==> config.mk <==
export PLATFORM = sky130hd
export DESIGN_NAME = polygon_edge_scan_converter_flat
export DESIGN_NICKNAME = d
export VERILOG_FILES = /design/src/design/pesc_pkg.sv /design/src/design/pesc_if.sv /design/src/design/pesc_datapath.sv /design/src/design/pesc_ctrl.sv /design/src/design/polygon_edge_scan_converter.sv /design/src/flat_wrapper.sv
export SDC_FILE = /design/constraint.sdc
export NUM_CORES = 1
export LEC_CHECK = 0
export ABC_AREA = 0
export BUFFER_PORTS_ARGS = -buffer_cell sky130_fd_sc_hd__buf_2
export CORE_MARGIN = 2
export CORE_UTILIZATION = 55
export CTS_BUF_LIST = sky130_fd_sc_hd__clkbuf_8
export DETAILED_ROUTE_END_ITERATION = 8
export PLACE_DENSITY = 0.74
export SYNTH_ARGS = -nofsm -noshare
export SYNTH_HDL_FRONTEND = slang
export SYNTH_SLANG_ARGS = --single-unit
==> constraint.sdc <==
create_clock -name clk -period 7.1 [get_ports clk]
set_clock_uncertainty 0.05 [all_clocks]
set_input_delay 0.71 -clock clk [delete_from_list [all_inputs] [get_ports clk]]
set_output_delay 0.71 -clock clk [all_outputs]
set_load 0.03 [all_outputs]
==> src/design/pesc_pkg.sv <==
package pesc_pkg;

	localparam int COORD_BITS_DEF = 16;
	localparam int MAX_ROWS_DEF   = 64;
	localparam int ROW_OFS_BITS   = 6;

	typedef struct packed {
		logic load_in;
		logic div_init;
		logic div_step;
		logic setup;
		logic advance;
		logic emit_row;
		logic emit_err;
	} pesc_cmd_t;

	typedef struct packed {
		logic no_rows;
		logic too_tall;
		logic div_done;
		logic skip;
		logic last_row;
	} pesc_sts_t;

endpackage

==> src/design/pesc_if.sv <==
interface pesc_edge_if #(
	parameter int COORD_BITS = pesc_pkg::COORD_BITS_DEF
);
	logic                         valid;
	logic                         ready;
	logic signed [COORD_BITS-1:0] start_x;
	logic signed [COORD_BITS-1:0] start_y;
	logic signed [COORD_BITS-1:0] end_x;
	logic signed [COORD_BITS-1:0] end_y;
	logic                         left_side;
	logic                         skip_first_row;

	modport source (
		output valid, start_x, start_y, end_x, end_y, left_side, skip_first_row,
		input  ready
	);
	modport sink (
		input  valid, start_x, start_y, end_x, end_y, left_side, skip_first_row,
		output ready
	);
endinterface

interface pesc_span_if #(
	parameter int COORD_BITS = pesc_pkg::COORD_BITS_DEF
);
	import pesc_pkg::*;

	logic                       valid;
	logic                       ready;
	logic signed [COORD_BITS:0] span_x;
	logic [ROW_OFS_BITS-1:0]    row_offset;
	logic                       last_row;
	logic                       too_tall;

	modport source (
		output valid, span_x, row_offset, last_row, too_tall,
		input  ready
	);
	modport sink (
		input  valid, span_x, row_offset, last_row, too_tall,
		output ready
	);
endinterface

==> src/design/pesc_datapath.sv <==
module pesc_datapath #(
	parameter int COORD_BITS = pesc_pkg::COORD_BITS_DEF,
	parameter int MAX_ROWS   = pesc_pkg::MAX_ROWS_DEF
) (
	input  logic                              clk,
	input  logic                              arst_n,
	input  pesc_pkg::pesc_cmd_t               cmd,
	output pesc_pkg::pesc_sts_t               sts,
	input  logic signed [COORD_BITS-1:0]      start_x,
	input  logic signed [COORD_BITS-1:0]      start_y,
	input  logic signed [COORD_BITS-1:0]      end_x,
	input  logic signed [COORD_BITS-1:0]      end_y,
	input  logic                              left_side,
	input  logic                              skip_first_row,
	output logic signed [COORD_BITS:0]        span_x,
	output logic [pesc_pkg::ROW_OFS_BITS-1:0] row_offset,
	output logic                              last_row,
	output logic                              too_tall
);
	import pesc_pkg::*;

	localparam int C         = COORD_BITS;
	localparam int X_BITS    = C + 2;
	localparam int HGT_BITS  = $clog2(MAX_ROWS + 2);
	localparam int ERR_BITS  = HGT_BITS + 1;
	localparam int CNT_BITS  = $clog2(MAX_ROWS + 1);
	localparam int IDX_BITS  = $clog2(MAX_ROWS);
	localparam int DCNT_BITS = $clog2(C);

	logic signed [C-1:0]          x1_q;
	logic signed [C:0]            dx_q;
	logic signed [C:0]            h_q;
	logic                         skip_q;
	logic                         left_q;
	logic signed [C+1:0]          rows_s;

	logic [C-1:0]                 dvd_q;
	logic [HGT_BITS-1:0]          rem_q;
	logic [DCNT_BITS-1:0]         dcnt_q;
	logic [HGT_BITS-1:0]          divisor;
	logic [ERR_BITS-1:0]          trial;
	logic                         trial_ge;

	logic signed [X_BITS-1:0]     walk_q;
	logic signed [X_BITS-1:0]     whole_q;
	logic signed [ERR_BITS-1:0]   err_q;
	logic [HGT_BITS-1:0]          rstep_q;
	logic                         sign_q;
	logic [CNT_BITS-1:0]          rows_q;
	logic [IDX_BITS-1:0]          idx_q;

	logic signed [ERR_BITS-1:0]   err_sum;
	logic                         carry;
	logic signed [X_BITS-1:0]     bump;
	logic signed [X_BITS-1:0]     walk_nx;
	logic signed [ERR_BITS-1:0]   err_nx;
	logic signed [X_BITS-1:0]     span_full;

	assign rows_s   = $signed((C+2)'(h_q) - (C+2)'({1'b0, skip_q}));
	assign divisor  = h_q[HGT_BITS-1:0];
	assign trial    = {rem_q, dvd_q[C-1]};
	assign trial_ge = trial >= {1'b0, divisor};

	assign err_sum  = $signed(err_q + $signed({1'b0, rstep_q}));
	assign carry    = err_sum > 0;
	assign bump     = !carry ? '0 : (sign_q ? '1 : X_BITS'(1));
	assign walk_nx  = walk_q + whole_q + bump;
	assign err_nx   = carry ? $signed(err_sum - $signed({1'b0, divisor})) : err_sum;
	assign span_full = left_q ? walk_q : walk_q + X_BITS'(1);

	assign sts.no_rows  = rows_s <= 0;
	assign sts.too_tall = rows_s > MAX_ROWS;
	assign sts.div_done = dcnt_q == DCNT_BITS'(C - 1);
	assign sts.skip     = skip_q;
	assign sts.last_row = rows_q == CNT_BITS'(1);

	// edge capture
	always_ff @(posedge clk) begin
		if (cmd.load_in) begin
			x1_q   <= start_x;
			dx_q   <= (C+1)'(end_x) - (C+1)'(start_x);
			h_q    <= (C+1)'(end_y) - (C+1)'(start_y);
			skip_q <= skip_first_row;
			left_q <= left_side;
		end
	end

	// restoring divider, one quotient bit per cycle
	always_ff @(posedge clk or negedge arst_n) begin
		if (!arst_n) begin
			dcnt_q <= '0;
		end else if (cmd.div_init) begin
			dcnt_q <= '0;
		end else if (cmd.div_step) begin
			dcnt_q <= dcnt_q + DCNT_BITS'(1);
		end
	end

	always_ff @(posedge clk) begin
		if (cmd.div_init) begin
			dvd_q <= dx_q[C] ? C'(-dx_q) : C'(dx_q);
			rem_q <= '0;
		end else if (cmd.div_step) begin
			dvd_q <= {dvd_q[C-2:0], trial_ge};
			rem_q <= trial_ge ? HGT_BITS'(trial - {1'b0, divisor}) : HGT_BITS'(trial);
		end
	end

	// edge walk
	always_ff @(posedge clk or negedge arst_n) begin
		if (!arst_n) begin
			rows_q <= '0;
			idx_q  <= '0;
		end else if (cmd.setup) begin
			rows_q <= CNT_BITS'(rows_s);
			idx_q  <= '0;
		end else if (cmd.emit_row) begin
			rows_q <= rows_q - CNT_BITS'(1);
			idx_q  <= idx_q + IDX_BITS'(1);
		end
	end

	always_ff @(posedge clk) begin
		if (cmd.setup) begin
			sign_q  <= dx_q[C] || (dx_q == '0);
			whole_q <= (dx_q[C] || (dx_q == '0)) ? -X_BITS'(dvd_q) : X_BITS'(dvd_q);
			rstep_q <= rem_q;
			err_q   <= dx_q[C] ? $signed(ERR_BITS'(1) - {1'b0, divisor}) : '0;
			walk_q  <= X_BITS'(x1_q);
		end else if (cmd.advance || cmd.emit_row) begin
			walk_q  <= walk_nx;
			err_q   <= err_nx;
		end
	end

	// result register
	always_ff @(posedge clk) begin
		if (cmd.emit_row) begin
			span_x     <= span_full[C:0];
			row_offset <= ROW_OFS_BITS'(idx_q);
			last_row   <= sts.last_row;
			too_tall   <= 1'b0;
		end else if (cmd.emit_err) begin
			span_x     <= '0;
			row_offset <= '0;
			last_row   <= 1'b1;
			too_tall   <= 1'b1;
		end
	end

endmodule

==> src/design/pesc_ctrl.sv <==
module pesc_ctrl (
	input  logic                clk,
	input  logic                arst_n,
	input  logic                req_valid,
	output logic                req_ready,
	output logic                rsp_valid,
	input  logic                rsp_ready,
	output pesc_pkg::pesc_cmd_t cmd,
	input  pesc_pkg::pesc_sts_t sts
);
	import pesc_pkg::*;

	typedef enum logic [6:0] {
		ST_IDLE  = 7'b0000001,
		ST_CHECK = 7'b0000010,
		ST_DIV   = 7'b0000100,
		ST_SETUP = 7'b0001000,
		ST_SKIP  = 7'b0010000,
		ST_EMIT  = 7'b0100000,
		ST_ERR   = 7'b1000000
	} pesc_state_t;

	pesc_state_t state_q, state_d;
	logic        rsp_valid_q;
	logic        can_load;

	assign can_load  = !rsp_valid_q || rsp_ready;
	assign req_ready = state_q == ST_IDLE;
	assign rsp_valid = rsp_valid_q;

	always_comb begin
		state_d = state_q;
		cmd     = '0;
		unique case (state_q)
			ST_IDLE: begin
				if (req_valid) begin
					cmd.load_in = 1'b1;
					state_d     = ST_CHECK;
				end
			end
			ST_CHECK: begin
				priority if (sts.no_rows) begin
					state_d = ST_IDLE;
				end else if (sts.too_tall) begin
					state_d = ST_ERR;
				end else begin
					cmd.div_init = 1'b1;
					state_d      = ST_DIV;
				end
			end
			ST_DIV: begin
				cmd.div_step = 1'b1;
				if (sts.div_done) begin
					state_d = ST_SETUP;
				end
			end
			ST_SETUP: begin
				cmd.setup = 1'b1;
				state_d   = sts.skip ? ST_SKIP : ST_EMIT;
			end
			ST_SKIP: begin
				cmd.advance = 1'b1;
				state_d     = ST_EMIT;
			end
			ST_EMIT: begin
				if (can_load) begin
					cmd.emit_row = 1'b1;
					if (sts.last_row) begin
						state_d = ST_IDLE;
					end
				end
			end
			ST_ERR: begin
				if (can_load) begin
					cmd.emit_err = 1'b1;
					state_d      = ST_IDLE;
				end
			end
			default: begin
				state_d = ST_IDLE;
			end
		endcase
	end

	always_ff @(posedge clk or negedge arst_n) begin
		if (!arst_n) begin
			state_q     <= ST_IDLE;
			rsp_valid_q <= 1'b0;
		end else begin
			state_q <= state_d;
			if (cmd.emit_row || cmd.emit_err) begin
				rsp_valid_q <= 1'b1;
			end else if (rsp_ready) begin
				rsp_valid_q <= 1'b0;
			end
		end
	end

`ifndef ASSERT_OFF
	a_state_onehot: assert property (@(posedge clk) disable iff (!arst_n)
		$onehot(state_q))
		else $error("controller state not one-hot");

	a_accept_to_check: assert property (@(posedge clk) disable iff (!arst_n)
		(req_valid && req_ready) |=> (state_q == ST_CHECK))
		else $error("accepted request not checked");

	a_no_overwrite: assert property (@(posedge clk) disable iff (!arst_n)
		(rsp_valid_q && !rsp_ready) |-> !(cmd.emit_row || cmd.emit_err))
		else $error("pending result overwritten");

	a_div_to_setup: assert property (@(posedge clk) disable iff (!arst_n)
		(state_q == ST_DIV && sts.div_done) |=> (state_q == ST_SETUP))
		else $error("divide did not finish into setup");
`endif

endmodule

==> src/design/polygon_edge_scan_converter.sv <==
// Walks one polygon edge per request and returns one x boundary per scan line.
// An edge is taken only while the block is idle. The check state tests the height,
// then a restoring divider produces the step and remainder one quotient bit per
// step, the setup state prepares the walk, the skip state pre-advances x when the
// top row is skipped, and then one row leaves per cycle while the output side
// takes it. An edge with no rows returns to idle with no output; an edge that is
// too tall returns a single error response with too_tall and last_row set.
// The next edge is accepted as soon as the last row sits in the output register.
module polygon_edge_scan_converter #(
	parameter int COORD_BITS = pesc_pkg::COORD_BITS_DEF,
	parameter int MAX_ROWS   = pesc_pkg::MAX_ROWS_DEF
) (
	input logic          clk,
	input logic          arst_n,
	pesc_edge_if.sink    edge_req,
	pesc_span_if.source  span_rsp
);
	import pesc_pkg::*;

	pesc_cmd_t cmd;
	pesc_sts_t sts;

	pesc_ctrl u_ctrl (
		.clk       (clk),
		.arst_n    (arst_n),
		.req_valid (edge_req.valid),
		.req_ready (edge_req.ready),
		.rsp_valid (span_rsp.valid),
		.rsp_ready (span_rsp.ready),
		.cmd       (cmd),
		.sts       (sts)
	);

	pesc_datapath #(
		.COORD_BITS (COORD_BITS),
		.MAX_ROWS   (MAX_ROWS)
	) u_datapath (
		.clk            (clk),
		.arst_n         (arst_n),
		.cmd            (cmd),
		.sts            (sts),
		.start_x        (edge_req.start_x),
		.start_y        (edge_req.start_y),
		.end_x          (edge_req.end_x),
		.end_y          (edge_req.end_y),
		.left_side      (edge_req.left_side),
		.skip_first_row (edge_req.skip_first_row),
		.span_x         (span_rsp.span_x),
		.row_offset     (span_rsp.row_offset),
		.last_row       (span_rsp.last_row),
		.too_tall       (span_rsp.too_tall)
	);

endmodule

==> src/flat_wrapper.sv <==
// flat-port wrapper written by rule: the top's interface ports become plain ports
module polygon_edge_scan_converter_flat import pesc_pkg::*;
#(
	parameter int COORD_BITS = pesc_pkg::COORD_BITS_DEF,
	parameter int MAX_ROWS   = pesc_pkg::MAX_ROWS_DEF
)
  (clk, arst_n, edge_req_valid, edge_req_start_x, edge_req_start_y, edge_req_end_x, edge_req_end_y, edge_req_left_side, edge_req_skip_first_row, edge_req_ready, span_rsp_valid, span_rsp_span_x, span_rsp_row_offset, span_rsp_last_row, span_rsp_too_tall, span_rsp_ready);
  pesc_edge_if #(.COORD_BITS(COORD_BITS)) edge_req_i ();
  pesc_span_if #(.COORD_BITS(COORD_BITS)) span_rsp_i ();
  input logic clk;
  input logic arst_n;
  input wire logic [$bits(edge_req_i.valid)-1:0] edge_req_valid;
  input wire logic [$bits(edge_req_i.start_x)-1:0] edge_req_start_x;
  input wire logic [$bits(edge_req_i.start_y)-1:0] edge_req_start_y;
  input wire logic [$bits(edge_req_i.end_x)-1:0] edge_req_end_x;
  input wire logic [$bits(edge_req_i.end_y)-1:0] edge_req_end_y;
  input wire logic [$bits(edge_req_i.left_side)-1:0] edge_req_left_side;
  input wire logic [$bits(edge_req_i.skip_first_row)-1:0] edge_req_skip_first_row;
  output wire logic [$bits(edge_req_i.ready)-1:0] edge_req_ready;
  output wire logic [$bits(span_rsp_i.valid)-1:0] span_rsp_valid;
  output wire logic [$bits(span_rsp_i.span_x)-1:0] span_rsp_span_x;
  output wire logic [$bits(span_rsp_i.row_offset)-1:0] span_rsp_row_offset;
  output wire logic [$bits(span_rsp_i.last_row)-1:0] span_rsp_last_row;
  output wire logic [$bits(span_rsp_i.too_tall)-1:0] span_rsp_too_tall;
  input wire logic [$bits(span_rsp_i.ready)-1:0] span_rsp_ready;
  assign edge_req_i.valid = edge_req_valid;
  assign edge_req_i.start_x = edge_req_start_x;
  assign edge_req_i.start_y = edge_req_start_y;
  assign edge_req_i.end_x = edge_req_end_x;
  assign edge_req_i.end_y = edge_req_end_y;
  assign edge_req_i.left_side = edge_req_left_side;
  assign edge_req_i.skip_first_row = edge_req_skip_first_row;
  assign edge_req_ready = edge_req_i.ready;
  assign span_rsp_valid = span_rsp_i.valid;
  assign span_rsp_span_x = span_rsp_i.span_x;
  assign span_rsp_row_offset = span_rsp_i.row_offset;
  assign span_rsp_last_row = span_rsp_i.last_row;
  assign span_rsp_too_tall = span_rsp_i.too_tall;
  assign span_rsp_i.ready = span_rsp_ready;
  polygon_edge_scan_converter #(.COORD_BITS(COORD_BITS), .MAX_ROWS(MAX_ROWS)) u_core (.clk(clk), .arst_n(arst_n), .edge_req(edge_req_i), .span_rsp(span_rsp_i));
endmodule
==> flow_summary.ini, run 1 <==
[global_route]
grt_start_max_net_pins = 53
grt_pass1_vias = 7539
grt_pass1_wl_mm = 36.05
grt.total_usage = 0.2061
gr-total-overflow = 0
antenna_found_initial = 0

[cells_and_area]
drive_above_1_share = 0.1343
final_common_cell = edfxtp_1
nets = 1371
mostFrequentLayoutCells = edfxtp_1, nor2_1, buf_2
syn2layout_area_growth_pct = 9.965
n_fill_cell = 1712
antenna_cells = 0

[die]
placeableCoreArea_sq_um = 20170
num_io_pins = 97
die_w_microns = 147.2
die_y_microns = 147.2
die-area_sq_um = 21660
start_util = 0.5591
rows = 52

[timing]
setup_violations = 0
setup_ws_ns = 1.609
hold_violations = 0
max_slew_margin = 0.2433
tns_ns = 0
fin_crit_sh = 0.7734
period_minus_slack_ns = 5.491
worstMarginPinSlew_ns = 1.134
rsz0062_at_grt = no
slew_viol_final = 0
max_freq_ghz = 0.1821

[detailed_routing]
route.detailed.wl_per_inst_microns = 14.43
drc = 0
vias = 8083
drt_wl_total_mm = 21.41
detail_route.first_pass.iterations = 5
ant_nets = 0
drt_iter0_drc = 656
vias_per_cell = 5.447

[critical_path]
worstPathMaxFanout = 16
cp.arrival_ns = 5.65
required_ns = 7.26
worstSetupPathType = flip-flop to flip-flop
r2r_setup_slack_ns = 1.61
start_kind = flip-flop
crit_path_end_kind = flip-flop

[placed_design]
gp_congestion = 0.8819
dp_hpwl_mm = 16.18
numPortBuffers = 96
place_ws_ns = 1.677

[run]
cap_violations = 0

[power_and_ir_drop]
combinationalPowerShare = 0.202
clkPwrFrac = 0.273
vdd_drop_max_mv = 0.1224
p_per_area_nw_per_um2 = 200.3
p_int_mw = 1.745
pwr-share-seq = 0.525
p_sw_uw = 738.5
p_leak_nw = 5.214
power_mw = 2.483
p_sw_frac = 0.2974

[clocking]
cts-buffers-inserted = 17
clk_path_buf_depth = 2
post_cts_buffers = 0
cts_tree = done
cts_resized = 0
htree_levels = 4
clkTransAtPathRegs_ns = 0.09
clk_latency_ns = 0.47
cts_root_buffer = clkbuf_8
clock-sinks = 175
postCtsHoldBufs = 0

[synth]
synth-seq-cells = 175
synth_area_leaders = edfxtp_1, ha_1, dfrtp_1
synth-seq-area-share = 0.4480
synthDominantAreaCellType = edfxtp_1
ys.flop_type = edfxtp_1
synth_edf_count = 142
synth_top_area_frac = 0.3782
netlist_area_sq_um = 11280
synthesis.nets = 1276
yosysUniqueCellTypes = 80
synthCells = 1106
async_reset_ff_frac = 0.1429
ys_warn_count = 0
syn_avg_cell_area_sq_um = 10.20

[min_path]
holdCritPathClass = primary input to async pin

[status]
status = completed
[stage by stage]
stage	area [sq um]	std cells	hold slack, ns	util
2_1_floorplan	11280	1106	0.3644	-
3_3_place_gp	12020	1452	0.4019	0.5958
3_5_place_dp	12020	1452	0.4014	0.5958
4_1_cts	12400	1484	0.1787	0.6148
5_1_grt	12400	1484	0.2111	0.6148
6_report	12400	1484	0.1799	0.6148
[final timing paths]
path                                            startpoint                           end  cells past startpoint
worst max register to register  u_core.u_datapath.err_q[0]  u_core.u_datapath.walk_q[16]                     18
worst min register to register  u_core.u_datapath.rem_q[6]  u_core.u_datapath.rstep_q[6]                      0
worst max-delay path            u_core.u_datapath.err_q[0]  u_core.u_datapath.walk_q[16]                     18
max in group asynchronous                           arst_n   u_core.u_datapath.rows_q[0]                      1
worst min-delay path                                arst_n      u_core.u_ctrl.state_q[1]                      1
min in group clk                   edge_req_skip_first_row      u_core.u_datapath.skip_q                      1
[per-layer routing]
| metal | GRT usage | vias to the layer above | share of wire |
|---|---|---|---|
| met4 | 0.06010 | 0 | 0.013 |
| li1 | - | 4144 | - |
| met1 | 0.3138 | 3707 | 0.50 |
| met2 | 0.3077 | 203 | 0.43 |
| met5 | 0 | - | 0 |
| met3 | 0.02981 | 29 | 0.059 |
[critical path: stages, from the launching register on]
cell	delay [ns]
edfxtp_1	0.38
ha_1	0.24
fa_1	0.41
a211oi_1	0.33
nor2_1	0.14
o311ai_2	0.46
nor4_4	0.13
a211oi_2	0.22
buf_4	0.32
fa_1	0.49
ha_1	0.31
a21oi_1	0.22
o211ai_1	0.16
o41ai_1	0.44
a21oi_1	0.17
a211oi_1	0.38
a21oi_1	0.14
xnor2_1	0.16
o21ai_1	0.07
[synth_stat cells (all sizes together), types with 3 or more instances]
cell type,n
a211oi,7
a21boi,7
a21o,6
a21oi,63
a31oi,9
and2,8
and3,19
and4,3
buf,8
clkbuf,17
dfrtp,24
dfxtp,8
edfxtp,142
fa,22
ha,78
inv,85
mux2i,12
nand2,89
nand2b,13
nand3,30
nand4,5
nor2,109
nor2b,14
nor3,27
nor3b,3
nor4,6
o211ai,8
o21a,13
o21ai,74
o22ai,3
o311ai,4
o31ai,7
o41ai,8
or2,11
or3,16
or4,5
xnor2,55
xor2,55
[power by group through the flow]
stage	clock network [mW]	registers (mW)	logic [mW]
after floorplan	0	1.30	0.389
after global placement	0	1.32	0.488
after detailed placement	0	1.33	0.501
after CTS	0.694	1.30	0.505
after global routing	0.731	1.32	0.570
final	0.677	1.30	0.502
[layout make-up]
| class | instances | area (sq um) | area share |
|---|---|---|---|
| Sequential cell | 175 | 5051 | 0.4074 |
| Timing Repair Buffer | 101 | 518.0 | 0.04178 |
| Clock inverter | 15 | 147.6 | 0.01191 |
| Multi-Input combinational cell | 821 | 5792 | 0.4671 |
| Clock buffer | 17 | 234.0 | 0.01887 |
| Inverter | 85 | 319.1 | 0.02573 |
| Tap cell | 270 | 337.8 | 0.02725 |
[sequential cells by signal, indices dropped and copies added, names as in the netlist]
signal                        flops
u_core.u_ctrl.rsp_valid           1
u_core.u_datapath.too_tall        1
u_core.u_datapath.skip_q          1
u_core.u_datapath.span_x         17
u_core.u_datapath.x1_q           16
u_core.u_datapath.walk_q         17
u_core.u_datapath.dx_q           17
u_core.u_datapath.sign_q          1
u_core.u_datapath.row_offset      6
u_core.u_datapath.rows_q          7
u_core.u_ctrl.state_q             7
u_core.u_datapath.left_q          1
u_core.u_datapath.err_q           8
u_core.u_datapath.idx_q           6
u_core.u_datapath.rstep_q         7
u_core.u_datapath.dcnt_q          4
u_core.u_datapath.last_row        1
u_core.u_datapath.rem_q           7
u_core.u_datapath.dvd_q          16
u_core.u_datapath.h_q            17
u_core.u_datapath.whole_q        17
[cell families after synthesis]
family	synth area share
xor+xnor	0.08544
flops	0.4480
mux	0.01298
fa+ha+maj	0.1256
buf+inv	0.03906
simple gates	0.1598
compound gates	0.1292
No activity file was read; power rests on OpenSTA's default activity.
==> run 2: changes to the inputs <==
PLACE_DENSITY = 0.77   (was 0.74)
clock period = 4.45 ns   (was 7.1 ns; I/O delays follow)
==> run 2 against run 1 <==
The run now ends with setup timing left. Register-to-register slack worse by 2.0 ns. Critical path type unchanged. Via count rose by 5.6%. Final area up 4.9%. First-iteration DRC count decreased by 3.2%. Non-clock buffer count grew 51. Setup slack worse by 2.0 ns.
==> flow_summary.ini, run 2 (synthesized netlist as in run 1, its figures left out) <==
[status]
status = finished, violations left
violations = setup timing

[detailed_routing]
drt_iter0_drc = 635
vias = 8536
drc = 0
drt_wl_total_mm = 23.34
ant_nets = 0
vias_per_cell = 5.561
route.detailed.wl_per_inst_microns = 15.20
detail_route.first_pass.iterations = 5

[timing]
max_slew_margin = 0.3735
slew_viol_final = 0
max_freq_ghz = 0.2080
tns_ns = -2.194
worstMarginPinSlew_ns = 0.9398
hold_violations = 0
fin_crit_sh = 1.080
period_minus_slack_ns = 4.808
setup_violations = 9
setup_ws_ns = -0.3580
whs_ns = 0.1014
rsz0062_at_grt = yes

[cells_and_area]
post-route-cell-area_sq_um = 13010
drive_above_1_share = 0.1889
syn2layout_area_growth_pct = 15.36
final_common_cell = edfxtp_1
final_cells = 1535
nets = 1422
postLayoutCoreUtil = 0.6449
mostFrequentLayoutCells = edfxtp_1, nor2_1, buf_2
antenna_cells = 0

[placed_design]
place_ws_ns = -0.3367
numPortBuffers = 96
placed_area_sq_um = 12330
dp_hpwl_mm = 17.40
gp_congestion = 0.9375
dp.cells = 1487

[clocking]
clk_latency_ns = 0.47
htree_levels = 4
clk_path_buf_depth = 2
cts_tree = done
cts_root_buffer = clkbuf_8
cts-buffers-inserted = 17
clock-sinks = 175
clkTransAtPathRegs_ns = 0.09

[global_route]
grt_pass1_vias = 8016
grt.total_usage = 0.2205
gr-total-overflow = 0
antenna_found_initial = 0
grt_pass1_wl_mm = 38.41
grt_start_max_net_pins = 43

[run]
cap_violations = 0

[critical_path]
cp.arrival_ns = 4.98
required_ns = 4.63
worstSetupPathType = flip-flop to flip-flop
crit_path_end_kind = flip-flop
start_kind = flip-flop
r2r_setup_slack_ns = -0.36
worstPathMaxFanout = 6

[die]
placeableCoreArea_sq_um = 20170
num_io_pins = 97
start_util = 0.5591
die_y_microns = 147.2
die-area_sq_um = 21660
die_w_microns = 147.2
rows = 52

[power_and_ir_drop]
p_per_area_nw_per_um2 = 309.0
power_mw = 4.019
vdd_drop_max_mv = 0.1935
p_leak_nw = 5.508

[min_path]
holdCritPathClass = primary input to flip-flop
[run 2: cell types whose count changed in the layout (fill, tap and decap cells not counted), sizes merged]
| cell | before | now |
|---|---|---|
| clkbuf | 17 | 19 |
| dlygate4sd3 | 0 | 1 |
| inv | 92 | 91 |
| clkinvlp | 1 | 0 |
| buf | 101 | 151 |
[run 2: worst max-delay path, cell delays in order (launching register included)]
cell      delay [ns]
edfxtp_1        0.39
ha_2            0.21
fa_2            0.38
a211oi_4        0.27
buf_4           0.15
o21ba_4         0.14
o21ai_2         0.07
nor4_4          0.36
a211oi_4        0.07
buf_12          0.16
buf_6           0.12
fa_1            0.43
ha_1            0.32
o21ai_0         0.44
a21boi_2        0.14
o41ai_2         0.10
a21oi_2         0.13
a211oi_2        0.26
buf_4           0.16
xor2_1          0.16
o21ai_1         0.07
[run 2: report_power, final]
part | internal (mW) | leakage [nW] | switching, mW | total [mW]
registers | 1.96 | 1.75 | 0.130 | 2.09
logic | 0.338 | 3.55 | 0.476 | 0.814
clock network | 0.532 | 0.211 | 0.587 | 1.12
total | 2.82 | 5.51 | 1.19 | 4.02
[run 2: area by class of cell]
type | instances | area [sq um]
fill | 1581 | 7162
tap | 270 | 337.8
multi-input combinational | 821 | 5977
timing repair buffer | 152 | 923.4
sequential | 175 | 5051
inverter | 85 | 319.1
clock buffer | 19 | 261.5
clock inverter | 13 | 137.6
[run 2: layer usage]
layer,track usage,vias up,part of all wire,wire [microns]
met4,0.07067,0,0.022,514
met1,0.3157,3988,0.47,10920
met2,0.3460,264,0.45,10560
met3,0.03602,42,0.057,1336
met5,0,-,0,0
li1,-,4242,-,-
[run 2: timing repair]
action	in CTS	in global routing
endpoints found under the setup margin	8	11
hold buffers	1	0
endpoints found under the hold margin	24	0
pin swaps	27	31
resized for setup	11	18
setup buffers	12	6
cloned	0	0
[run 2: worst paths after layout]
path / startpoint / to / depth (start not counted)
worst max-delay path: u_core.u_datapath.rstep_q[0] / u_core.u_datapath.walk_q[14] / 20
worst min-delay path: edge_req_skip_first_row / u_core.u_datapath.skip_q / 1
worst max register to register: u_core.u_datapath.rstep_q[0] / u_core.u_datapath.walk_q[14] / 20
worst min register to register: u_core.u_datapath.too_tall / u_core.u_datapath.too_tall / 2
max in group asynchronous: arst_n / u_core.u_datapath.rows_q[0] / 2
min in group asynchronous: arst_n / u_core.u_datapath.idx_q[2] / 2
==> run 3: changes to the inputs <==
--- a/config.mk
+++ b/config.mk
@@ -9,2 +9,3 @@
 export BUFFER_PORTS_ARGS = -buffer_cell sky130_fd_sc_hd__buf_2
+export CAP_MARGIN = 25
 export CORE_MARGIN = 2
@@ -13,3 +14,3 @@
 export DETAILED_ROUTE_END_ITERATION = 8
-export PLACE_DENSITY = 0.77
+export PLACE_DENSITY = 0.73
 export SYNTH_ARGS = -nofsm -noshare
--- a/constraint.sdc
+++ b/constraint.sdc
@@ -4,2 +4,2 @@
 set_output_delay 0.445 -clock clk [all_outputs]
-set_load 0.03 [all_outputs]
+set_load 0.05 [all_outputs]
==> run 3 against run 2 <==
The flow still finishes with violations (setup timing). Largest cell class unchanged. Sequential cell count did not move. Via count fell by 0.73%. Highest routed layer unchanged. Sequential share of layout area down 0.056 points. Largest power group unchanged.
==> flow_summary.ini, run 3 (synthesized netlist as in run 1, its figures left out) <==
[critical_path]
crit_path_end_kind = flip-flop
worstSetupPathType = flip-flop to flip-flop
worstPathCellList = ha_2 > fa_2 > a211oi_4 > buf_4 > nor2_4 > o311ai_4 > nor4_4 > a211oi_4 > buf_12 > buf_4 > fa_1 > ha_4 > nand3_1 > o211ai_1 > o41ai_2 > a21oi_2 > a211oi_2 > buf_4 > xor2_1 > o21ai_1
r2r_cells = 20
max_stage_delay_ns = 0.45
path_common_cell = buf_4
cp.arrival_ns = 5.01
worstPathMaxFanout = 6
start_kind = flip-flop
required_ns = 4.63
crit_slowest_cell = o41ai_2

[placed_design]
numPortBuffers = 96
gp_congestion = 0.8859
dp_hpwl_mm = 17.15
place_ws_ns = -0.3711

[timing]
worstMarginPinSlew_ns = 0.8589
max_slew_margin = 0.4260
tns_ns = -2.149
fin_crit_sh = 1.084
hold_violations = 0
setup_ws_ns = -0.3738
whs_ns = 0.09217
slew_viol_final = 0
period_minus_slack_ns = 4.824
rsz0062_at_grt = yes
max_freq_ghz = 0.2073
setup_violations = 8

[die]
die_y_microns = 147.2
rows = 52
die-area_sq_um = 21660
die_w_microns = 147.2
start_util = 0.5591
placeableCoreArea_sq_um = 20170
num_io_pins = 97

[detailed_routing]
drt_iter0_drc = 691
drc = 0
vias = 8474
detail_route.first_pass.iterations = 5
route.detailed.wl_per_inst_microns = 15.16
ant_nets = 0
drt_wl_total_mm = 23.25
vias_per_cell = 5.524

[global_route]
grt_start_max_net_pins = 58
gr-total-overflow = 0
grt_pass1_vias = 7902
grt_pass1_wl_mm = 37.86
grt.total_usage = 0.2168
antenna_found_initial = 0

[cells_and_area]
antenna_cells = 0
syn2layout_area_growth_pct = 15.52
drive_above_1_share = 0.1938
nets = 1421
mostFrequentLayoutCells = edfxtp_1, nor2_1, buf_2
final_common_cell = edfxtp_1

[power_and_ir_drop]
vdd_drop_max_mv = 0.1622
p_sw_frac = 0.3191
p_per_area_nw_per_um2 = 305.0
p_leak_nw = 5.493
p_int_mw = 2.705
clkPwrFrac = 0.270
p_sw_mw = 1.268
pwr-share-seq = 0.523
combinationalPowerShare = 0.206

[status]
status = finished, violations left
violations = setup timing

[clocking]
clkTransAtPathRegs_ns = 0.10
cts_tree = done
clock-sinks = 175
clk_path_buf_depth = 2
cts_root_buffer = clkbuf_8
clk_latency_ns = 0.47
htree_levels = 4
cts-buffers-inserted = 17

[min_path]
holdCritPathClass = primary input to flip-flop
holdPathStages = 1

[run]
cap_violations = 0
run 3: cell count changes in the layout (fill, tap and decap cells not counted), sizes merged:
cell / previous run / this run
clkinv: 5 / 7
clkbuf: 19 / 17
clkinvlp: 0 / 1
inv: 91 / 92
bufinv: 2 / 0
buf: 151 / 150
run 3: worst paths after layout:
check,start,end,slack [ns]
max reg2reg,u_core.u_datapath.rstep_q[0],u_core.u_datapath.walk_q[14],-0.37
min reg2reg,u_core.u_datapath.too_tall,u_core.u_datapath.too_tall,0.46
min,edge_req_skip_first_row,u_core.u_datapath.skip_q,0.09
max in group asynchronous,arst_n,u_core.u_ctrl.state_q[0],3.54
min in group asynchronous,arst_n,u_core.u_datapath.rows_q[3],0.44
max,u_core.u_datapath.rstep_q[0],u_core.u_datapath.walk_q[14],-0.37
run 3: power groups by stage:
stage               logic, mW  clock network (mW)  registers, mW
floorplan               0.633                   0           2.07
global placement        0.797                   0           2.11
detailed placement      0.816                   0           2.11
CTS                     0.821                1.09           2.08
global route            0.921                1.16           2.10
finish                  0.820                1.07           2.08
run 3: cell type report:
type	count	area [sq um]
clock buffers	17	234.0
multi-input cells	821	6002
repair buffers	151	932.1
fillers	1636	7143
inverters	85	319.1
well taps	270	337.8
flip-flops and latches	175	5051
clock inverters	15	150.1
run 3: routing by layer:
| layer | up-vias | global-route usage | share of wire |
|---|---|---|---|
| li1 | 4253 | - | - |
| met1 | 3986 | 0.3163 | 0.49 |
| met2 | 201 | 0.3379 | 0.45 |
| met3 | 34 | 0.03509 | 0.044 |
| met4 | 0 | 0.06154 | 0.014 |
| met5 | - | 0 | 0 |
run 3: repair_timing:
item	in CTS	in global routing
setup buffers	11	4
gates resized for setup	15	18
hold buffers	1	0
endpoints found under the hold margin	24	0
pin swaps	23	20
setup endpoints to repair	8	11
run 3: stage by stage:
step / util / power [mW] / std cells / instance area, sq um
after global placement: 0.6117 / 2.907 / 1487 / 12340
after floorplan: - / 2.706 / 1106 / 11330
after CTS: 0.6388 / 3.992 / 1529 / 12880
after global routing: 0.6458 / 4.174 / 1534 / 13030
final: 0.6458 / 3.973 / 1534 / 13030
after detailed placement: 0.6117 / 2.931 / 1487 / 12340
run 3: worst max-delay path: cells and delay by family (launching register included):
family          cells  cell delay (ns)
compound gates      8             1.89
xor+xnor            1             0.14
fa+ha+maj           4             1.34
flops               1             0.38
buf+inv             4             0.57
simple gates        3             0.21
